File: config.mk
export PLATFORM = sky130hd
export DESIGN_NAME = cpc_output
export DESIGN_NICKNAME = d
export VERILOG_FILES = /design/src/rtl/cpc_pkg.sv /design/src/rtl/cpc_output.sv
export SDC_FILE = /design/constraint.sdc
export NUM_CORES = 1
export LEC_CHECK = 0
export BUFFER_PORTS_ARGS = -buffer_cell sky130_fd_sc_hd__buf_2
export CAP_MARGIN = 20
export CORE_ASPECT_RATIO = 1.75
export CORE_UTILIZATION = 48
export CTS_CLUSTER_DIAMETER = 120
export DETAILED_ROUTE_END_ITERATION = 8
export GPL_TIMING_DRIVEN = 0
export PLACE_DENSITY = 0.86
export SLEW_MARGIN = 5
export SYNTH_ARGS = -nofsm -noshare
export SYNTH_HDL_FRONTEND = slang
export SYNTH_SLANG_ARGS = --single-unit
File: constraint.sdc
create_clock -name clock -period 4.6 [get_ports clock]
set_input_delay 0.46 -clock clock [delete_from_list [all_inputs] [get_ports clock]]
set_output_delay 0.46 -clock clock [all_outputs]
set_load 0.01 [all_outputs]
File: src/rtl/cpc_pkg.sv
// ----------------------------------------------------------------------------
// cpc_pkg
// Shared types and constants of the CORDIC coordinate converter.
// ----------------------------------------------------------------------------
`default_nettype none

package cpc_pkg;

   typedef enum logic {
      CMD_TO_POLAR = 1'b0,
      CMD_TO_CART  = 1'b1
   } command_type;

   typedef struct packed {
      command_type cmd;
      logic        hold;   // special case: value already final, skip rotations
   } ctrl_type;

   localparam int WFRAC        = 20;
   localparam int GAIN_SHIFT   = 10;
   localparam int ATAN_ENTRIES = 24;

   // 1/K in Q30
   localparam logic signed [30:0] INV_GAIN = 31'sd652032874;

   localparam logic [31:0] HALF_TURN         = 32'h8000_0000;
   localparam logic [31:0] QUARTER_TURN      = 32'h4000_0000;
   localparam logic [31:0] NEG_QUARTER_TURN  = 32'hC000_0000;

   // round(atan(2^-i) * 2^31 / pi)
   localparam logic [31:0] ATAN_TABLE [0:ATAN_ENTRIES-1] = '{
      32'h20000000, 32'h12E4051E, 32'h09FB385B, 32'h051111D4,
      32'h028B0D43, 32'h0145D7E1, 32'h00A2F61E, 32'h00517C55,
      32'h0028BE53, 32'h00145F2F, 32'h000A2F98, 32'h000517CC,
      32'h00028BE6, 32'h000145F3, 32'h0000A2FA, 32'h0000517D,
      32'h000028BE, 32'h0000145F, 32'h00000A30, 32'h00000518,
      32'h0000028C, 32'h00000146, 32'h000000A3, 32'h00000051
   };

endpackage

`default_nettype wire

File: src/rtl/cpc_output.sv
// ----------------------------------------------------------------------------
// cpc_output
// Rounding, clamping and angle narrowing into the result register.
// ----------------------------------------------------------------------------
`default_nettype none

module cpc_output #(
   parameter int COORD_WIDTH = 17,
   parameter int WORK_WIDTH  = 39
) (
   input  wire logic                          clock,
   input  wire logic                          reset,
   input  wire logic                          in_valid,
   output      logic                          in_ready,
   input  wire cpc_pkg::ctrl_type             in_ctrl,
   input  wire logic signed [WORK_WIDTH-1:0]  in_x,
   input  wire logic signed [WORK_WIDTH-1:0]  in_y,
   input  wire logic [31:0]                   in_z,
   output      logic                          out_valid,
   input  wire logic                          out_stall,
   output      logic signed [COORD_WIDTH-1:0] out_a,
   output      logic signed [COORD_WIDTH-1:0] out_b,
   output      logic                          out_sat
);

   localparam int RW = WORK_WIDTH - cpc_pkg::WFRAC;
   localparam int SH = 32 - COORD_WIDTH;

   logic                          valid_ff;
   logic signed [COORD_WIDTH-1:0] a_ff, a_in;
   logic signed [COORD_WIDTH-1:0] b_ff, b_in;
   logic                          sat_ff, sat_in;

   logic signed [WORK_WIDTH-1:0]  half;
   logic signed [RW-1:0]          rx, ry;
   logic                          ovf_x, ovf_y;
   logic signed [COORD_WIDTH-1:0] cx, cy;
   logic [COORD_WIDTH-1:0]        ang;

   assign in_ready = ~valid_ff | ~out_stall;

   generate
      if (SH > 0) begin : g_round_angle
         logic [31:0] zr;
         assign zr  = in_z + (32'd1 << (SH - 1));
         assign ang = zr[31:SH];
      end else begin : g_full_angle
         assign ang = in_z[COORD_WIDTH-1:0];
      end
   endgenerate

   always_comb begin
      half  = WORK_WIDTH'(1) << (cpc_pkg::WFRAC - 1);
      rx    = RW'((in_x + half) >>> cpc_pkg::WFRAC);
      ry    = RW'((in_y + half) >>> cpc_pkg::WFRAC);
      ovf_x = (rx[RW-1:COORD_WIDTH-1] != '0) && (rx[RW-1:COORD_WIDTH-1] != '1);
      ovf_y = (ry[RW-1:COORD_WIDTH-1] != '0) && (ry[RW-1:COORD_WIDTH-1] != '1);
      cx    = ovf_x ? {rx[RW-1], {(COORD_WIDTH-1){~rx[RW-1]}}} : rx[COORD_WIDTH-1:0];
      cy    = ovf_y ? {ry[RW-1], {(COORD_WIDTH-1){~ry[RW-1]}}} : ry[COORD_WIDTH-1:0];
      a_in  = cx;
      unique case (in_ctrl.cmd)
         cpc_pkg::CMD_TO_POLAR: begin
            b_in   = ang;
            sat_in = ovf_x;
         end
         cpc_pkg::CMD_TO_CART: begin
            b_in   = cy;
            sat_in = ovf_x | ovf_y;
         end
         default: begin
            b_in   = cy;
            sat_in = ovf_x;
         end
      endcase
   end

   always_ff @(posedge clock) begin
      if (reset) begin
         valid_ff <= 1'b0;
      end else if (in_ready) begin
         valid_ff <= in_valid;
      end
   end

   always_ff @(posedge clock) begin
      if (in_ready && in_valid) begin
         a_ff   <= a_in;
         b_ff   <= b_in;
         sat_ff <= sat_in;
      end
   end

   assign out_valid = valid_ff;
   assign out_a     = a_ff;
   assign out_b     = b_ff;
   assign out_sat   = sat_ff;

endmodule

`default_nettype wire

==> impl_results.md, run 1 <==
- Minimum hold slack: around 330 ps
- Max-cap violations: 0
- Mapped cell area: between 2000 and 3000 µm²
- CORE AREA: 5300 µm²
- Biggest area contributors in the synthesized netlist: sky130_fd_sc_hd__edfxtp_1, sky130_fd_sc_hd__xnor2_1, sky130_fd_sc_hd__xor2_1, sky130_fd_sc_hd__nand3_1, sky130_fd_sc_hd__o221ai_1
- Final estimated routing congestion in global placement: ~0.86
- Largest net degree at the start of global routing: 36
- Register share of total power: 49.4%
- Setup Viol. Count Final: 0
- Cells after DPL: ~440
- Share of cells above drive strength 1: between 30% and 40%
- Drt first pass iters: 4
- Power density relative to cell area: about 240 nW/µm²
- Critical path launch point type: input port
- Fmax: 0.417 GHz
- Buffer levels on the longest clock path: 2
- Number of clock sinks: 36
- Power spent charging and discharging nets: ~220 µW
- H-tree lvl count: 2
- Required arrival time at the worst endpoint: 4620 ps
- Clock-pin transition on the worst setup and hold timing paths: around 60 ps
- Tcrit/Tclk final: around 52%
- Boundary Pins: between 150 and 200
- GRT Total Usage: 21.9%
- Count of filler cells inserted in the layout: around 450
- Type of the tightest min-delay check: input port to flip-flop
- Critical Setup Path Class: input port to flip-flop
- CP Capture Type: flip-flop
- Share of the synthesized area in the top cell type: just under 40%
- CTS Hold Bufs: 0
- Final HPWL DP: roughly 5000 µm
- Measured slew at the worst slew-check pin: 805 ps
- Number of buffers added by the clock tree synthesis step: 5
- Area growth from synthesis to layout: 24.5%
- Setup TNS after final layout: 0 ps
- Yosys reg bits: 36
- Final design utilization: 62.8%
- Switching share of power: roughly 28%
- Count of flip-flops with a built-in enable after synthesis: 35
- Initial antenna violation count: 0
- Die Footprint: around 6000 µm²
- Total Nets Final: 493
- Initial core utilization: between 50% and 60%
- Count of routing violations after the opening detailed-route iteration: 90
- Die boundary height: 101 µm
- Total power: about 810 µW
- Post-CTS Setup Repair Bufs: 0
- Clock tree from TritonCTS: yes
- Tmin final: around 2400 ps
- Vias: about 2500
- LEAKAGE: around 1.3 nW
- Library cell occupying the most area in the post-synthesis netlist: sky130_fd_sc_hd__edfxtp_1
- Result of the run: completed
- Gate count of the mapped netlist: about 270
- Remaining routing DRC violations: 0
- Vias in the first global route: 2390
- Final antenna-violating net count: 0
- Unrepaired setup endpoints after global routing: no
- Post-detailed-route wirelength per cell: 13.5 µm
- Count of cells resized by post-cts repair: 0
- Logic gate share of total power: 23.9%
- Detailed-route wire length: slightly above 6000 µm
- Final count of hold timing violations: 0
- Count of buffers inserted at the top-level ports: 96
- Routed via count divided by cell count: ~5.5
- Overflow left after global routing: 0
- Die W: between 50 and 60 µm
- Row Count: 35
- Count of warnings emitted by yosys: 0
- Final number of max-transition violations: 0
- Proportion of synthesized flip-flops having asynchronous set or reset: 0%
- Antenna diodes: 0
- Primary flip-flop cell chosen by synthesis mapping: sky130_fd_sc_hd__edfxtp_1
- Synthesized area divided by synthesized cell count: approximately 9.9 µm²
- Total nets after synthesis: 390
- Worst ir drop on vdd: around 0.16 mV
- Max Clock Skew: about 7.2 ps
- Seq/Total Area, Yosys: 40.1%
- Number of standard cells in the final layout excluding fillers: 449
- Max-Slew Margin vs Limit: 46.4%
- Clock Power Share: between 20% and 30%
- Unique masters post-synth: 49
- Largest driver fanout on the critical path: 10
- Signal arrival time at the worst endpoint: about 2400 ps
- Insertion delay to the later sink of the worst-skew pair: just under 300 ps
- Global-route wire length before repair: just under 10000 µm
- Internal power consumption: approximately 580 µW
- Cell chosen for the clock root: sky130_fd_sc_hd__clkbuf_8
==> synth_stat cells (all sizes together), types with 7 or more instances <==
master	instances
edfxtp	35
nand2	20
and3	8
xor2	23
o21ai	18
nand4	8
clkbuf	7
xnor2	24
o221ai	16
nor3	8
inv	11
nand3	29
nor2	18
==> flip-flops by register name (all words and copies together), names as in the netlist <==
name	flops
out_b	17
out_sat	1
out_a	17
out_valid	1
==> placed cells by master, fill, tap and decap left out, types with 2 or more instances in the layout <==
| cell | count |
|---|---|
| sky130_fd_sc_hd__and3_1 | 8 |
| sky130_fd_sc_hd__o221ai_1 | 16 |
| sky130_fd_sc_hd__nand3_1 | 28 |
| sky130_fd_sc_hd__and2_1 | 2 |
| sky130_fd_sc_hd__nor3_1 | 8 |
| sky130_fd_sc_hd__nand2_1 | 20 |
| sky130_fd_sc_hd__o2111ai_1 | 3 |
| sky130_fd_sc_hd__a21oi_1 | 5 |
| sky130_fd_sc_hd__clkbuf_1 | 9 |
| sky130_fd_sc_hd__xnor2_1 | 24 |
| sky130_fd_sc_hd__inv_1 | 11 |
| sky130_fd_sc_hd__ha_1 | 3 |
| sky130_fd_sc_hd__xor2_1 | 23 |
| sky130_fd_sc_hd__buf_4 | 2 |
| sky130_fd_sc_hd__nand4_1 | 6 |
| sky130_fd_sc_hd__o21ai_1 | 6 |
| sky130_fd_sc_hd__nor2_1 | 18 |
| sky130_fd_sc_hd__nand4_2 | 2 |
| sky130_fd_sc_hd__o21ai_2 | 11 |
| sky130_fd_sc_hd__nor2b_1 | 2 |
| sky130_fd_sc_hd__edfxtp_1 | 35 |
| sky130_fd_sc_hd__or4_1 | 2 |
| sky130_fd_sc_hd__buf_2 | 98 |
| sky130_fd_sc_hd__nor4_1 | 2 |
| sky130_fd_sc_hd__clkbuf_8 | 5 |
==> layer usage <==
| layer | global-route usage, % | vias to the layer above | part of all wire, % |
|---|---|---|---|
| met5 | 0 | - | 0 |
| met4 | 8.97 | 0 | 3.1 |
| met3 | 7.83 | 15 | 8.3 |
| met2 | 43.6 | 106 | 55 |
| met1 | 18.5 | 1116 | 33 |
| li1 | - | 1228 | - |
==> path summary, 6_finish.rpt <==
kind | start | endpoint | slack (ps) | cells past startpoint
max | in_x[21] | out_sat | 2200 | 8
min reg2reg | out_valid | out_valid | 510 | 2
max reg2reg | out_valid | out_a[12] | 3150 | 2
min | reset | out_valid | 330 | 2
==> power groups by stage <==
stage	clock network (mW)	registers [mW]	logic, mW
finish	0.216	0.398	0.193
global route	0.235	0.401	0.211
CTS	0.215	0.399	0.192
detailed placement	0	0.406	0.192
global placement	0	0.405	0.187
floorplan	0	0.422	0.0929
==> stage by stage <==
stage	area (µm²)	setup slack [ps]
finish	3330	2200
global route	3330	2040
CTS	3330	2190
detailed placement	3250	1880
global placement	3240	1900
floorplan	2670	2320
==> critical path, stage by stage <==
cell	delay, ps
sky130_fd_sc_hd__buf_2	120
sky130_fd_sc_hd__nand4_1	140
sky130_fd_sc_hd__nor4_1	650
sky130_fd_sc_hd__o2111ai_1	200
sky130_fd_sc_hd__o311ai_0	150
sky130_fd_sc_hd__o21a_1	350
sky130_fd_sc_hd__buf_4	260
sky130_fd_sc_hd__nand3_1	90
==> logic make-up (layout without fill, tap and decap cells) <==
| family | after synthesis | after routing | synth area share [%] |
|---|---|---|---|
| adder cells (fa/ha/maj) | 3 | 3 | 1.41 |
| XOR/XNOR | 47 | 47 | 15.4 |
| flip-flops | 36 | 36 | 40.1 |
| multiplexers | 1 | 1 | 0.375 |
| AND/OR/NAND/NOR | 105 | 105 | 20.6 |
| AO/OA/AOI/OAI | 55 | 55 | 17.5 |
| buffers and inverters | 24 | 128 | 4.68 |
==> area by class of cell <==
class / instances / area, µm² / share of cell area [%]
flip-flops and latches: 36 / 1070 / 32.2
multi-input cells: 211 / 1480 / 44.4
well taps: 74 / 92.6 / 2.78
plain buffers: 13 / 83.8 / 2.52
repair buffers: 96 / 480 / 14.4
clock buffers: 8 / 80.1 / 2.41
inverters: 11 / 41.3 / 1.24
(Power assumes the default switching activity.)
==> run 2, diff against run 1 <==
--- a/config.mk
+++ b/config.mk
@@ -8,11 +8,11 @@
 export BUFFER_PORTS_ARGS = -buffer_cell sky130_fd_sc_hd__buf_2
 export CAP_MARGIN = 20
 export CORE_ASPECT_RATIO = 1.75
-export CORE_UTILIZATION = 48
+export CORE_UTILIZATION = 45
 export CTS_CLUSTER_DIAMETER = 120
 export DETAILED_ROUTE_END_ITERATION = 8
 export GPL_TIMING_DRIVEN = 0
-export PLACE_DENSITY = 0.86
+export PLACE_DENSITY = 0.82
 export SLEW_MARGIN = 5
 export SYNTH_ARGS = -nofsm -noshare
 export SYNTH_HDL_FRONTEND = slang
==> constraint.sdc (replaced) <==
create_clock -name clock -period 2.4 [get_ports clock]
set_input_delay 0.24 -clock clock [delete_from_list [all_inputs] [get_ports clock]]
set_output_delay 0.24 -clock clock [all_outputs]
set_load 0.01 [all_outputs]
==> run 2 against run 1 <==
Clock power grew 87%. Register-to-register slack lost 2200 ps. Clock-buffer cell count shrank 2. Via count shrank 0.81%. First-iteration DRC count shrank 40%. Worst hold slack lost 220 ps. Largest power group unchanged.
==> impl_results.md, run 2 (synthesized netlist as in run 1, its figures left out) <==
- Type of the tightest min-delay check: input port to flip-flop
- R2r setup slk: about 970 ps
- Critical Setup Path Class: input port to flip-flop
- CORE AREA: roughly 5600 µm²
- Setup TNS after final layout: 0 ps
- Capturing instance or port of the critical path: out_sat
- Sequence of cells on the critical path: buf_2 -> nand4_1 -> nor4_1 -> o2111ai_1 -> o311ai_0 -> o21a_1 -> buf_4 -> nand3_1
- Number of buffers added by the clock tree synthesis step: 5
- Result of the run: completed
- Antenna diodes: 0
- Number of clock sinks: 36
- Number of logic stages on the critical path including buffering: 8
- M1 GR Usage: between 10% and 20%
- Final count of hold timing violations: 0
- Total buffers and inverters traversed by the critical path: 2
- Initial core utilization: around 47%
- Initial antenna violation count: 0
- Remaining routing DRC violations: 0
- LEAKAGE: 1.26 nW
- Global-route met3 utilization: roughly 7.5%
- Crit path largest cell delay: about 700 ps
- Max-cap violations: 0
- Required arrival time at the worst endpoint: roughly 2400 ps
- Die boundary height: 104 µm
- Number of cells traversed by the worst register-to-register path: 2
- Critical path launch point type: input port
- Clock-pin transition on the worst setup and hold timing paths: about 70 ps
- CP Capture Type: flip-flop
- Overflow left after global routing: 0
- Total Nets Final: ~500
- Count of buffers inserted at the top-level ports: 96
- Worst R2R End: out_b[4]
- Worst setup path startpoint: in_x[21]
- Signal arrival time at the worst endpoint: roughly 2300 ps
- GR Layer Usage met2: between 40 and 50%
- Post-CTS Setup Repair Bufs: 0
- Count of filler cells inserted in the layout: between 500 and 600
- Buffer levels on the longest clock path: 2
- Power density relative to cell area: around 460 nW/µm²
- Max-Slew Margin vs Limit: between 40% and 50%
- Area growth from synthesis to layout: 24.5%
- Critical path's slowest cell: sky130_fd_sc_hd__nor4_1
- Die Footprint: ~6300 µm²
- Boundary Pins: ~150
- Leading cell type in the layout, fill and taps excluded: sky130_fd_sc_hd__buf_2
- Final estimated routing congestion in global placement: 0.828
- Die W: 60.2 µm
- Vias in the first global route: 2432
- Largest driver fanout on the critical path: 10
- Tmin final: approximately 2200 ps
- Final number of max-transition violations: 0
- Fmax: about 0.45 GHz
- Tcrit/Tclk final: between 90% and 100%
- Post-detailed-route wirelength per cell: between 10 and 15 µm
- Final antenna-violating net count: 0
- Global-route wire length before repair: 9960 µm
- Worst ir drop on vdd: roughly 0.28 mV
- Min-Delay Startpoint: reset
- Insertion delay to the later sink of the worst-skew pair: ~280 ps
- Count of routing violations after the opening detailed-route iteration: 54
- Largest delay share family, worst path: simple AND/OR/NAND/NOR gates
- Largest net degree at the start of global routing: 36
- Count of cells resized by post-cts repair: 0
- Measured slew at the worst slew-check pin: approximately 770 ps
- GRT Total Usage: 20.7%
- CTS Hold Bufs: 0
- Final design utilization: 59.1%
- Unrepaired setup endpoints after global routing: no
- Final HPWL DP: about 5200 µm
- Critical register-to-register path startpoint: out_valid
- Max Clock Skew: between 5 and 6 ps
- H-tree lvl count: 2
- Share of cells above drive strength 1: a little over a third
- Setup Viol. Count Final: 0
- Detailed-route wire length: about 6200 µm
- Cell chosen for the clock root: sky130_fd_sc_hd__clkbuf_8
- Commonest cells after routing, fill and taps aside: sky130_fd_sc_hd__buf_2, sky130_fd_sc_hd__edfxtp_1, sky130_fd_sc_hd__nand3_1
- Drt first pass iters: 4
- Clock tree from TritonCTS: yes
- Routing layer with the top usage in global route: met2
- Row Count: 36
- Vias: 2445
- Routed via count divided by cell count: about 5.4
run 2: changes by cell type in the layout (fill, tap and decap cells not counted), sizes merged:
cell,previous run,this run
clkbuf,15,13
clkinv,0,1
run 2: per-stage QoR:
stage                     hold WS (ps)  std cells  total power [mW]  area [µm²]  setup slack [ps]
after floorplan                    312        271             0.986        2670               342
final                              103        450              1.54        3330               159
after CTS                         95.9        450              1.54        3330               153
after global placement             398        443              1.14        3250             -94.9
after detailed placement           405        443              1.15        3250              -158
after global routing              96.4        450              1.59        3330              1.07
run 2: power breakdown:
group          switching (mW)  internal, mW
registers             0.00985         0.754
clock network           0.206         0.197
logic                   0.212         0.157
run 2: routing by layer:
metal	vias up	wire length [µm]
li1	1219	-
met1	1119	1970
met2	88	3530
met3	19	480
met4	0	214
met5	-	0
run 2: worst min path at each step:
stage                     slack, ps        end  cells past startpoint
after global routing            100  out_valid                      2
final                           100  out_valid                      2
after CTS                       100  out_valid                      2
after floorplan                 310  out_valid                      1
after global placement          400  out_valid                      2
after detailed placement        400  out_valid                      2
run 2: area by class of cell:
type	instances	area (µm²)	area share [%]
plain buffers	13	83.8	2.52
clock buffers	6	72.6	2.18
clock inverters	1	5.00	0.150
inverters	11	41.3	1.24
multi-input cells	211	1480	44.4
flip-flops and latches	36	1070	32.2
well taps	76	95.1	2.86
repair buffers	96	480	14.4
run 2: worst register-to-register path, cell delays in order, from the launching register on:
cell and delay, ps:
sky130_fd_sc_hd__dfxtp_1 320, sky130_fd_sc_hd__nand2_1 70, sky130_fd_sc_hd__and2_2 660
