File: src/rtl/cpc_pkg.sv
// ----------------------------------------------------------------------------
// cpc_pkg
// Shared types and constants of the CORDIC coordinate converter.
// ----------------------------------------------------------------------------
`default_nettype none

package cpc_pkg;

   typedef enum logic {
      CMD_TO_POLAR = 1'b0,
      CMD_TO_CART  = 1'b1
   } command_type;

   typedef struct packed {
      command_type cmd;
      logic        hold;   // special case: value already final, skip rotations
   } ctrl_type;

   localparam int WFRAC        = 20;
   localparam int GAIN_SHIFT   = 10;
   localparam int ATAN_ENTRIES = 24;

   // 1/K in Q30
   localparam logic signed [30:0] INV_GAIN = 31'sd652032874;

   localparam logic [31:0] HALF_TURN         = 32'h8000_0000;
   localparam logic [31:0] QUARTER_TURN      = 32'h4000_0000;
   localparam logic [31:0] NEG_QUARTER_TURN  = 32'hC000_0000;

   // round(atan(2^-i) * 2^31 / pi)
   localparam logic [31:0] ATAN_TABLE [0:ATAN_ENTRIES-1] = '{
      32'h20000000, 32'h12E4051E, 32'h09FB385B, 32'h051111D4,
      32'h028B0D43, 32'h0145D7E1, 32'h00A2F61E, 32'h00517C55,
      32'h0028BE53, 32'h00145F2F, 32'h000A2F98, 32'h000517CC,
      32'h00028BE6, 32'h000145F3, 32'h0000A2FA, 32'h0000517D,
      32'h000028BE, 32'h0000145F, 32'h00000A30, 32'h00000518,
      32'h0000028C, 32'h00000146, 32'h000000A3, 32'h00000051
   };

endpackage

`default_nettype wire

File: src/rtl/cpc_prescale.sv
// ----------------------------------------------------------------------------
// cpc_prescale
// Gain prescale, special-case detection and half-turn folding (two stages).
// ----------------------------------------------------------------------------
`default_nettype none

module cpc_prescale #(
   parameter int COORD_WIDTH = 17,
   parameter int WORK_WIDTH  = 39
) (
   input  wire logic                          clock,
   input  wire logic                          reset,
   input  wire logic                          in_valid,
   output      logic                          in_ready,
   input  wire cpc_pkg::command_type          in_command,
   input  wire logic signed [COORD_WIDTH-1:0] in_a,
   input  wire logic signed [COORD_WIDTH-1:0] in_b,
   output      logic                          out_valid,
   input  wire logic                          out_ready,
   output      cpc_pkg::ctrl_type             out_ctrl,
   output      logic signed [WORK_WIDTH-1:0]  out_x,
   output      logic signed [WORK_WIDTH-1:0]  out_y,
   output      logic [31:0]                   out_z
);

   localparam int PW = COORD_WIDTH + 31;
   localparam int MW = COORD_WIDTH + 1;

   // stage A
   logic                          a_valid_ff;
   logic                          a_ready;
   cpc_pkg::ctrl_type             a_ctrl_ff, a_ctrl_in;
   logic                          a_flip_ff, a_flip_in;
   logic signed [PW-1:0]          a_pa_ff, a_pa_in;
   logic signed [PW-1:0]          a_pb_ff, a_pb_in;
   logic signed [MW-1:0]          a_mag_ff, a_mag_in;
   logic [31:0]                   a_z_ff, a_z_in;

   logic                          a_zero, b_zero, a_neg, b_neg, fold;
   logic [31:0]                   ang;
   logic signed [COORD_WIDTH-1:0] sel;
   logic signed [MW-1:0]          sel_ext;

   // stage B
   logic                          b_valid_ff;
   logic                          b_ready;
   cpc_pkg::ctrl_type             b_ctrl_ff;
   logic signed [WORK_WIDTH-1:0]  b_x_ff, b_x_in;
   logic signed [WORK_WIDTH-1:0]  b_y_ff, b_y_in;
   logic [31:0]                   b_z_ff;
   logic signed [WORK_WIDTH-1:0]  px, py;

   assign b_ready  = ~b_valid_ff | out_ready;
   assign a_ready  = ~a_valid_ff | b_ready;
   assign in_ready = a_ready;

   always_comb begin
      a_zero  = (in_a == '0);
      b_zero  = (in_b == '0);
      a_neg   = in_a[COORD_WIDTH-1];
      b_neg   = in_b[COORD_WIDTH-1];
      ang     = 32'(in_b) << (32 - COORD_WIDTH);
      fold    = ($signed(ang) > $signed(cpc_pkg::QUARTER_TURN)) ||
                ($signed(ang) < $signed(cpc_pkg::NEG_QUARTER_TURN));
      sel     = b_zero ? in_a : in_b;
      sel_ext = MW'(sel);
      a_mag_in = sel[COORD_WIDTH-1] ? -sel_ext : sel_ext;

      a_ctrl_in.cmd  = in_command;
      a_ctrl_in.hold = (in_command == cpc_pkg::CMD_TO_POLAR) && (a_zero || b_zero);
      a_pa_in = PW'(in_a) * PW'(cpc_pkg::INV_GAIN);
      a_pb_in = PW'(in_b) * PW'(cpc_pkg::INV_GAIN);

      unique case (in_command)
         cpc_pkg::CMD_TO_POLAR: begin
            a_flip_in = a_neg;
            priority if (a_zero && b_zero) a_z_in = '0;
            else if (b_zero)  a_z_in = a_neg ? cpc_pkg::HALF_TURN : '0;
            else if (a_zero)  a_z_in = b_neg ? cpc_pkg::NEG_QUARTER_TURN
                                              : cpc_pkg::QUARTER_TURN;
            else              a_z_in = a_neg ? cpc_pkg::HALF_TURN : '0;
         end
         cpc_pkg::CMD_TO_CART: begin
            a_flip_in = fold;
            a_z_in    = fold ? (ang ^ cpc_pkg::HALF_TURN) : ang;
         end
         default: begin
            a_flip_in = 1'b0;
            a_z_in    = '0;
         end
      endcase
   end

   always_ff @(posedge clock) begin
      if (reset) begin
         a_valid_ff <= 1'b0;
      end else if (a_ready) begin
         a_valid_ff <= in_valid;
      end
   end

   always_ff @(posedge clock) begin
      if (a_ready && in_valid) begin
         a_ctrl_ff <= a_ctrl_in;
         a_flip_ff <= a_flip_in;
         a_pa_ff   <= a_pa_in;
         a_pb_ff   <= a_pb_in;
         a_mag_ff  <= a_mag_in;
         a_z_ff    <= a_z_in;
      end
   end

   always_comb begin
      px = WORK_WIDTH'(a_pa_ff >>> cpc_pkg::GAIN_SHIFT);
      py = (a_ctrl_ff.cmd == cpc_pkg::CMD_TO_CART) ? '0
                                                    : WORK_WIDTH'(a_pb_ff >>> cpc_pkg::GAIN_SHIFT);
      if (a_ctrl_ff.hold) begin
         b_x_in = WORK_WIDTH'(a_mag_ff) << cpc_pkg::WFRAC;
         b_y_in = '0;
      end else if (a_flip_ff) begin
         b_x_in = -px;
         b_y_in = -py;
      end else begin
         b_x_in = px;
         b_y_in = py;
      end
   end

   always_ff @(posedge clock) begin
      if (reset) begin
         b_valid_ff <= 1'b0;
      end else if (b_ready) begin
         b_valid_ff <= a_valid_ff;
      end
   end

   always_ff @(posedge clock) begin
      if (b_ready && a_valid_ff) begin
         b_ctrl_ff <= a_ctrl_ff;
         b_x_ff    <= b_x_in;
         b_y_ff    <= b_y_in;
         b_z_ff    <= a_z_ff;
      end
   end

   assign out_valid = b_valid_ff;
   assign out_ctrl  = b_ctrl_ff;
   assign out_x     = b_x_ff;
   assign out_y     = b_y_ff;
   assign out_z     = b_z_ff;

endmodule

`default_nettype wire

File: config.mk
export PLATFORM = sky130hd
export DESIGN_NAME = cpc_prescale
export DESIGN_NICKNAME = d
export VERILOG_FILES = /design/src/rtl/cpc_pkg.sv /design/src/rtl/cpc_prescale.sv
export SDC_FILE = /design/constraint.sdc
export NUM_CORES = 1
export LEC_CHECK = 0
export BUFFER_PORTS_ARGS = -buffer_cell sky130_fd_sc_hd__buf_2
export CAP_MARGIN = 20
export CORE_MARGIN = 3
export CORE_UTILIZATION = 45
export CTS_BUF_LIST = sky130_fd_sc_hd__clkbuf_4 sky130_fd_sc_hd__clkbuf_8
export CTS_CLUSTER_SIZE = 16
export DETAILED_ROUTE_END_ITERATION = 10
export RECOVER_POWER = 100
export SLEW_MARGIN = 5
export SYNTH_ARGS = -nofsm -noshare
export SYNTH_HDL_FRONTEND = slang
export SYNTH_SLANG_ARGS = --single-unit
File: constraint.sdc
create_clock -name clock -period 7.57 [get_ports clock]
set_clock_uncertainty 0.1 [all_clocks]
set_input_delay 0 -clock clock [delete_from_list [all_inputs] [get_ports clock]]
set_output_delay 0 -clock clock [all_outputs]
set_load 0.005 [all_outputs]
==> results.md, run 1 <==
Timing:
- The relative slew slack is -162.4%.
- The final number of hold-violating endpoints was 0.
- The minimum period implied by the final worst setup slack is 6.963 ns.
- Setup slack closes at 0.6065 ns.
- The post-route fraction of the period consumed by the critical path is 91.99%.
- Static timing analysis puts the maximum clock frequency at 0.1436 GHz.
- For the pin with the worst max-slew slack, the measured transition is 3.936 ns.
- The final-report max-slew violation count is 325.
- The tightest hold path in the finished design has a slack of 0.09650 ns.
- Setup repair after global routing left no endpoint under its margin.
- The number of failing setup endpoints in the final timing report is 0.
- The final-layout setup total negative slack is 0 ns.

Synthesis:
- The synthesized area is 26530 um2.
- The commonest cells after synthesis are inv_1 (603), fa_1 (378), ha_1 (349).
- The number of different library cells in the post-synthesis netlist is 72.
- The average size of a mapped cell is 10.43 um2.
- After synthesis the netlist holds a flip-flop and latch count of 213.
- In the post-synthesis netlist, the cell with the most instances is inv_1.
- The share of synthesized registers carrying an async set or reset is 0%.
- Among all flip-flop cells after synthesis, the most frequent one is edfxtp_1.
- fa_1 takes more of the synthesized area than any other cell.
- The top cell type by area accounts for 28.52% of the synthesized area.
- By area the synthesized netlist is led by fa_1 (29%), edfxtp_1 (24%), ha_1 (16%).
- The number of enable-type register cells in the synthesized netlist is 211.
- Counting every instance in the synthesized netlist gives 2543.
- During synthesis, Yosys emitted a total of 0 warnings.
- The portion of the post-synthesis area used by sequential elements is 24.03%.

GRT:
- The total congestion overflow is 0.
- The global-route wire length before repair is 116000 um.
- The maximum number of pins on one net before global-route repair is 90.
- The number of antenna violations at the first check in global routing is 5.
- The total routing usage reported by global routing is 24.58%.
- The via count of the first global-routing pass is 18.56k.

Setup path:
- The critical path is of the input port to flop type.
- The largest fanout on the critical path is 10.
- The data arrival time of the critical path is 7.16 ns.
- The kind of end point of the critical path is a flop.
- For the worst setup path, the data required time is 7.77 ns.
- The sort of element at the start of the critical path is an input port.

CTS:
- The TritonCTS clock tree is done.
- CTS placed an instance of clkbuf_8 at the clock tree root.
- The number of sinks on the clock net is 213.
- The later pin in the worst-skew pair is clocked with a latency of 0.55 ns.
- In this run the number of H-tree levels came out at 1.
- The maximum buffer depth of the clock tree is 3.
- Counting the buffers created by CTS gives 27.
- The count of buffers added by post-CTS timing repair for setup is 0.
- Clock-pin slew was measured on the worst setup and hold paths at 0.08 ns.

Floorplanning:
- The floorplan has 88 rows.
- The top-level I/O count is 153.
- Measured along the x axis, the die boundary spans 248.8 um.
- The die outline area is 61910 um2.
- The die is 248.8 um tall.
- The area of the core is 58030 um2.
- For this configuration, the core starts out at a cell density of 45.72%.

Placement:
- Timing analysis after detailed placement gives a worst setup slack of 0.8451 ns.
- The congestion estimate from routability-driven global placement came to 1.023.
- The area after detailed placement is 28080 um2.
- The count of buffers inserted at the top-level ports is 137.
- The placed wire-length estimate is 65560 um.

Route:
- The via count is 18.20k.
- After detailed routing, the total wire length is 75990 um.
- The first routing iteration left 1263 violations.
- The number of detailed-routing iterations run before antenna repair is 5.
- The detailed route wirelength on metal3 is 6263 um.
- The detail route stage leaves a number of antenna-violating nets equal to 0.
- In the final routed layout, each cell accounts on average for 21.79 um.
- The sum of met2 wire segment lengths after detailed routing is 31320 um.
- The post-detailed-route DRC marker count is 0.
- The routed metal-1 wirelength is 37390 um.
- The highest routed metal layer is met4.
- The via density per instance is 5.219.

Finish:
- After routing the design area is 28830 um2.
- The share of final-layout standard cells stronger than drive strength 1 is 5.253%.
- The final layout net count is 3469.
- Compared with the post-synthesis result, the final layout area differs by 8.649%.
- The number of fill cells in the layout is 5405.

Min path:
- The worst hold-check path type is input port to flop.

Status:
- The final reports fail on max-capacitance violations, max-slew violations.
- The run finished, with violations left.

Flow run:
- The reported max-cap violation count is 6.
-- metal layers --
layer	vias to the layer above	global-route usage, %
met2	631	35.23
li1	8518	-
met5	-	0
met4	0	3.635
met3	62	5.554
met1	8993	38.61
-- worst paths after layout --
check | cells after the start | end | slack (ns) | start
max | 22 | a_pb_ff[42] | 0.61 | in_b[14]
min | 3 | out_valid | 0.1 | reset
max reg2reg | 4 | a_pb_ff[39] | 1.69 | out_valid
min reg2reg | 0 | out_z[22] | 0.31 | a_z_ff[22]
-- flip-flops by register name, indices dropped and copies added (netlist names) --
name,count
out_valid,1
a_z_ff,17
out_z,17
a_flip_ff,1
a_valid_ff,1
out_y,39
a_ctrl_ff,2
a_pb_ff,38
out_ctrl,2
out_x,39
a_pa_ff,38
a_mag_ff,18
-- placed cells by master, fill, tap and decap left out, drive strengths merged, types with 11 or more instances in the layout --
cell type and n:
inv 603, fa 378, ha 349, edfxtp 211, nor2 129, nand2 123, clkbuf 101, a21oi 100
o21ai 92, xor2 77, buf 76, xnor2 66, a21o 35, nor3 29, o31ai 29, nor2b 26
dlygate4sd3 20, nand4 19, nand2b 18, and2 18, nand3 17, nor4 17, conb 16, a31oi 12
or3 12, and3 11
-- logic make-up (layout without fill, tap and decap cells) --
| family | Yosys count | after routing | share of synthesized area [%] |
|---|---|---|---|
| flip-flops | 213 | 213 | 24.03 |
| buffers and inverters | 658 | 822 | 9.522 |
| multiplexers | 11 | 11 | 0.4245 |
| adder cells (fa/ha/maj) | 727 | 727 | 44.98 |
| AO/OA/AOI/OAI | 343 | 343 | 8.093 |
| other | 1 | 17 | 0.01413 |
| AND/OR/NAND/NOR | 447 | 447 | 8.211 |
| XOR/XNOR | 143 | 143 | 4.721 |
-- critical path, cell delays in order --
cell and delay (ns):
dlygate4sd3_1 0.52, clkbuf_1 0.72, inv_1 0.48, ha_1 0.46
fa_1 0.41, fa_1 0.53, inv_1 0.06, fa_1 0.53
inv_1 0.06, fa_1 0.52, inv_1 0.05, fa_1 0.64
inv_1 0.07, ha_1 0.39, and3_1 0.21, nand2_1 0.10
or4_1 0.43, o211ai_1 0.34, o2111ai_1 0.22, nand2b_1 0.16
a21oi_1 0.09, xnor2_1 0.13
-- layout make-up --
cell class | instances | area, um2 | area share [%]
antenna | 1 | 2.502 | 0.008681
clock buffer | 27 | 371.6 | 1.289
clock inverter | 21 | 286.5 | 0.9940
inverter | 604 | 2267 | 7.865
multi-input combinational | 1687 | 17690 | 61.37
sequential | 213 | 6376 | 22.12
tap | 765 | 957.2 | 3.321
timing repair buffer | 170 | 873.3 | 3.030
-- stage by stage --
stage                     utilization [%]  instances
after floorplan                         -       2558
after global placement              48.39       3418
after detailed placement            48.39       3418
after CTS                           49.87       3486
after global routing                49.68       3488
final                               49.68       3488
-- timing repair --
action / CTS / global route
endpoints found under the setup margin: 0 / 0
hold buffers: 20 / 0
gates resized for setup: 0 / 0
endpoints found under the hold margin: 20 / 0
Power of run 1 is not shown: default switching activity piles up to over one toggle a cycle in this logic, so the estimate is an artifact.
==> run 2: changes to the inputs <==
GPL_TIMING_DRIVEN = 0   (was not set)
==> run 2 against run 1 <==
Count of clock-buffer cells in the layout rose by 3. Critical endpoint unchanged. Critical path type unchanged. Worst setup slack got worse by 0.18 ns. Wire length rose by 0.96%. Critical path depth fell by 1. The flow still finishes with violations (max-capacitance violations, max-slew violations).
==> results.md, run 2 (same netlist as run 1, synthesis figures left out) <==
Status:
- The flow ran to the end, but the final reports show violations.
- The checks that failed: max-capacitance violations, max-slew violations.

Route:
- The via density per instance is 5.223 (about the same).
- The number of detailed-routing iterations run before antenna repair was 7 (+2).
- The number of nets with antenna violations after routing is 0 (unchanged).
- The post-detailed-route DRC marker count was 0 (unchanged).
- The average wire length per cell after detail routing was 21.67 um (-0.55%).
- The violation count after the first detailed-route iteration is 1414 (+12%).
- The total detailed-routing wirelength is 76720 um (+0.96%).
- The via count is 18.49k (+1.6%).

Timing:
- The number of failing setup endpoints in the final timing report is 0 (unchanged).
- Setup repair after global routing left no endpoint under its margin.
- The final-layout setup total negative slack was 0 ns (unchanged).
- The fmax was 0.1399 GHz (-2.6%).
- The final-report max-slew violation count is 219 (-33%).
- The final number of hold-violating endpoints is 0 (unchanged).
- The minimum period implied by the final worst setup slack is 7.147 ns (+0.1839 ns).
- The measured slew at the worst slew-check pin is 3.884 ns (-0.05207 ns).
- The relative slew slack is -159.1% (+3.3 points).
- The post-route fraction of the period consumed by the critical path is 94.42% (+2.4 points).
- The final worst-path setup slack is 0.4226 ns (-0.1839 ns).

Setup path:
- The data arrival time of the critical path is 7.37 ns (+0.21 ns).
- STA classifies the critical path startpoint as an input port.
- The largest fanout on the critical path was 9 (-1).
- The kind of end point of the critical path is a flop.
- The data required time of the critical path was 7.79 ns (+0.02 ns).
- The critical setup path kind is input port to flop.

Placement:
- The final weighted congestion of routability-driven global placement is 0.9826 (-3.9%).
- The count of buffers inserted at the top-level ports was 137 (unchanged).
- The pre-CTS worst setup slack is 0.1972 ns (-0.6479 ns).
- The area after detailed placement is 28310 um2 (+0.84%).
- The placed wire-length estimate was 65790 um (+0.36%).

GRT:
- The global-route wire length before repair came to 116900 um (+0.78%).
- The total congestion overflow came to 0 (unchanged).
- The total routing usage reported by global routing is 24.82% (+0.23 points).
- The maximum number of pins on one net before global-route repair is 63 (-30%).
- The number of antenna violations at the first check in global routing is 2 (-3).
- The via count of the first global-routing pass came to 19.00k (+2.4%).

Finish:
- The growth of design area from synthesis to finish is 9.078%.
- The most common cell after layout, fill and taps aside is inv_1.
- The number of fill cells in the layout is 5379 (-0.48%).
- The final layout net count is 3519 (+1.4%).
- In the layout the commonest cells are inv_1 (603), fa_1 (378), ha_1 (349).
- The post-layout instance area is 28940 um2 (+0.40%).
- The share of final-layout standard cells stronger than drive strength 1 is 5.445% (+0.19 points).

CTS:
- The maximum buffer depth of the clock tree came to 3 (unchanged).
- The CTS buffer count came to 27 (unchanged).
- The clock latency at the later pin of the worst-skew pair is 0.59 ns (+0.04 ns).
- The number of H-tree branching levels is 1 (unchanged).
- The post-CTS clock slew at the launch and capture registers of the worst setup and hold paths was 0.07 ns (about the same).
- In this run the clock root is driven by a clkbuf_8.
- The number of sinks on the clock net is 213 (unchanged).
- The count of buffers added by post-CTS timing repair for setup is 0 (unchanged).
- The TritonCTS clock tree is done.

Floorplanning:
- The top-level I/O count came to 153 (unchanged).
- The starting density of the core is 45.72% (unchanged).
- The die outline area is 61910 um2 (unchanged).
- The die outline width is 248.8 um (unchanged).
- The count of standard-cell rows came to 88 (unchanged).
- The overall die height was 248.8 um (unchanged).
- The area of the core is 58030 um2 (unchanged).

Flow run:
- The reported max-cap violation count is 5 (-1).

Min path:
- The worst hold-check path type is input port to flop.
-- run 2: final cells by class --
class	count	area [um2]	area share [%]
diodes	3	7.507	0.02594
flip-flops and latches	213	6376	22.03
repair buffers	166	875.8	3.027
multi-input cells	1687	17650	61.01
clock buffers	30	394.1	1.362
plain buffers	54	259.0	0.8950
well taps	765	957.2	3.308
inverters	604	2267	7.834
clock inverters	19	147.6	0.5102
-- run 2: worst max-delay path: stages --
cell and delay [ns]:
dlygate4sd3_1 0.52, clkbuf_1 0.65, ha_1 0.49, inv_1 0.18, fa_1 0.53, fa_1 0.49, fa_1 0.50, inv_1 0.06
fa_1 0.51, fa_1 0.53, ha_1 0.37, nand2_1 0.09, nor2_1 0.05, a221oi_2 0.62, o21bai_1 0.26, a211oi_1 0.47
o211ai_1 0.25, o2111ai_1 0.37, nand2b_1 0.15, a21oi_1 0.19, xnor2_1 0.08
-- run 2: metrics by stage --
step	hold slack [ns]	std cells	utilization, %
after floorplan	-0.02762	2558	-
after global placement	0.07331	3460	48.65
after detailed placement	0.08288	3464	48.79
after CTS	0.003285	3538	50.16
after global routing	0.03248	3539	49.86
final	0.04595	3541	49.87
-- run 2: final timing paths --
check,startpoint,endpoint,slack (ns),depth (start not counted)
worst max-delay path,in_b[4],a_pb_ff[42],0.42,21
worst min-delay path,reset,a_valid_ff,0.05,3
worst min register to register,a_z_ff[25],out_z[25],0.32,0
worst max register to register,out_valid,a_pb_ff[44],1.57,4
-- run 2: routing by layer --
layer	vias up	track usage [%]	share of wire, %
li1	8646	-	-
met1	9115	36.68	46
met2	656	37.52	43
met3	74	6.181	8.9
met4	2	4.269	1.5
met5	-	0	0.016
-- run 2: timing repair --
action / in CTS / in global routing
hold endpoints to repair: 24 / 0
resized for setup: 0 / 1
setup endpoints to repair: 0 / 4
hold buffers: 25 / 0
Power of run 2 is left out for the same reason.
==> run 3: changes to the inputs <==
HOLD_SLACK_MARGIN = 0.1   (was not set)
==> run 3 against run 2 <==
The run still ends with max-capacitance violations, max-slew violations left. Final area rose by 0.26%. Wire length barely moved. Critical path depth unchanged. Cell count up 0.17%. Worst hold slack better by 0.12 ns. First-iteration DRC count up 2.1%. Worst setup slack better by 0.033 ns. Global-route usage hardly changed. Sequential share of layout area shrank 0.057 points. Die area unchanged.
==> results.md, run 3 (same netlist as run 1, synthesis figures left out) <==
GRT:
- The total congestion overflow is 0 (unchanged).
- The total routing usage reported by global routing was 24.85% (+0.034 points).
- The global-route wire length before repair is 117100 um (+0.18%).
- The met2 demand-to-capacity share in global routing is 37.60% (+0.087 points).
- The maximum number of pins on one net before global-route repair is 63 (unchanged).
- The via count of the first global-routing pass is 19.05k (+0.25%).
- The met1 usage in global routing is 36.57% (-0.12 points).
- The global-route track usage on met3 is 6.411% (+0.23 points).
- The number of antenna violations at the first check in global routing is 2 (unchanged).
- met2 is the most crowded layer.

Finish:
- The count of non-filler cells in the finished layout is 3547 (+0.17%).
- The growth of design area from synthesis to finish is 9.362%.
- Leaving out fill and tap cells, the most frequent cells in the layout are inv_1 (603), fa_1 (378), ha_1 (349).
- The share of final-layout standard cells stronger than drive strength 1 came to 5.430% (-0.016 points).
- The most common cell after layout, fill and taps aside is inv_1.
- The final layout net count is 3527 (+0.23%).
- The final core utilization is 50.00% (+0.13 points).

CTS:
- The number of H-tree branching levels is 1 (unchanged).
- The cell sitting at the root of the clock tree is a clkbuf_8.
- The TritonCTS clock tree is done.
- The CTS buffer count came to 27 (unchanged).
- The count of buffers added by post-CTS timing repair for setup is 0 (unchanged).
- The post-CTS clock slew at the launch and capture registers of the worst setup and hold paths is 0.07 ns (about the same).
- The clock latency at the later pin of the worst-skew pair came to 0.59 ns (about the same).
- The maximum buffer depth of the clock tree is 3 (unchanged).
- The number of sinks on the clock net is 213 (unchanged).

Setup path:
- The data required time of the critical path is 7.79 ns (about the same).
- The sort of element at the start of the critical path is an input port.
- The largest fanout on the critical path was 9 (unchanged).
- The data arrival time of the critical path is 7.33 ns (-0.04 ns).
- The critical setup path kind is input port to flop.
- The depth of the worst register-to-register path is 4 (unchanged).
- The kind of end point of the critical path is a flop.

Floorplanning:
- The top-level I/O count is 153 (unchanged).
- The count of standard-cell rows came to 88 (unchanged).
- The area of the core is 58030 um2 (unchanged).
- The die outline width was 248.8 um (unchanged).
- The overall die height is 248.8 um (unchanged).
- The die outline area is 61910 um2 (unchanged).
- The starting density of the core is 45.72% (unchanged).

Route:
- The via density per instance is 5.193 (-0.56%).
- The average wire length per cell after detail routing is 21.61 um (-0.25%).
- The total detailed-routing wirelength was 76650 um (about the same).
- The number of nets with antenna violations after routing is 0 (unchanged).
- The via count came to 18.42k (-0.39%).
- The violation count after the first detailed-route iteration is 1443 (+2.1%).
- The post-detailed-route DRC marker count is 0 (unchanged).
- The number of detailed-routing iterations run before antenna repair came to 5 (-2).

Timing:
- The final-report max-slew violation count was 219 (unchanged).
- The minimum period implied by the final worst setup slack is 7.114 ns (-0.03290 ns).
- The post-route fraction of the period consumed by the critical path is 93.98% (-0.43 points).
- The final number of hold-violating endpoints is 0 (unchanged).
- The measured slew at the worst slew-check pin was 3.908 ns (+0.02388 ns).
- The final-layout setup total negative slack was 0 ns (unchanged).
- The number of failing setup endpoints in the final timing report is 0 (unchanged).
- The relative slew slack was -160.5% (-1.4 points).
- Setup repair after global routing left no endpoint under its margin.
- The fmax is 0.1406 GHz (+0.46%).

Placement:
- The placed wire-length estimate is 65790 um (unchanged).
- The count of buffers inserted at the top-level ports is 137 (unchanged).
- The cell count after placement was 3464 (unchanged).
- The final weighted congestion of routability-driven global placement was 0.9826 (unchanged).

Min path:
- The cell depth of the worst min-delay path is 5 (+2).
- The worst hold-check path type is input port to flop.

Flow run:
- The reported max-cap violation count is 5 (unchanged).

Status:
- The run finished, with violations left.
- The final reports fail on max-capacitance violations, max-slew violations.
[run 3: per-layer routing]
metal  vias to the layer above  share of wire [%]  wire, um
met5                         -              0.016        12
met4                         2                1.5      1130
met3                        64                8.8      6756
met2                       634                 43     33250
met1                      9071                 46     35510
li1                       8650                  -         -
[run 3: timing repair]
item	CTS	global route
resized for setup	0	1
hold buffers	33	0
endpoints found under the setup margin	0	4
hold endpoints to repair	94	0
[run 3: layout make-up]
cell class / instances / area [um2]
diodes: 1 / 2.502
plain buffers: 54 / 259.0
clock buffers: 30 / 394.1
clock inverters: 19 / 147.6
fillers: 5361 / 29010
inverters: 604 / 2267
multi-input cells: 1687 / 17650
flip-flops and latches: 213 / 6376
well taps: 765 / 957.2
repair buffers: 174 / 955.9
[run 3: path summary, 6_finish.rpt]
path	startpoint	end	slack, ns
max	in_b[4]	a_pb_ff[42]	0.46
min	in_a[7]	a_mag_ff[7]	0.16
max reg2reg	out_valid	a_pb_ff[44]	1.56
min reg2reg	a_z_ff[25]	out_z[25]	0.32
[run 3: metrics by stage]
step / hold slack (ns) / cell area (um2) / setup WS, ns
6_report: 0.1618 / 29010 / 0.4555
5_1_grt: 0.1570 / 29010 / 0.02483
4_1_cts: 0.1035 / 29180 / 0.2695
3_5_place_dp: 0.08288 / 28310 / 0.1972
3_3_place_gp: 0.07331 / 28230 / 0.2988
2_1_floorplan: -0.02762 / 26590 / 1.778
[run 3: critical path, stage by stage]
cell	delay (ns)
dlygate4sd3_1	0.52
clkbuf_1	0.65
ha_1	0.49
inv_1	0.18
fa_1	0.53
fa_1	0.49
fa_1	0.50
inv_1	0.06
fa_1	0.51
fa_1	0.53
ha_1	0.37
nand2_1	0.09
nor2_1	0.05
a221oi_2	0.62
o21bai_1	0.26
a211oi_1	0.46
o211ai_1	0.25
o2111ai_1	0.36
nand2b_1	0.15
a21oi_1	0.19
xnor2_1	0.08
Power of run 3 is left out for the same reason.
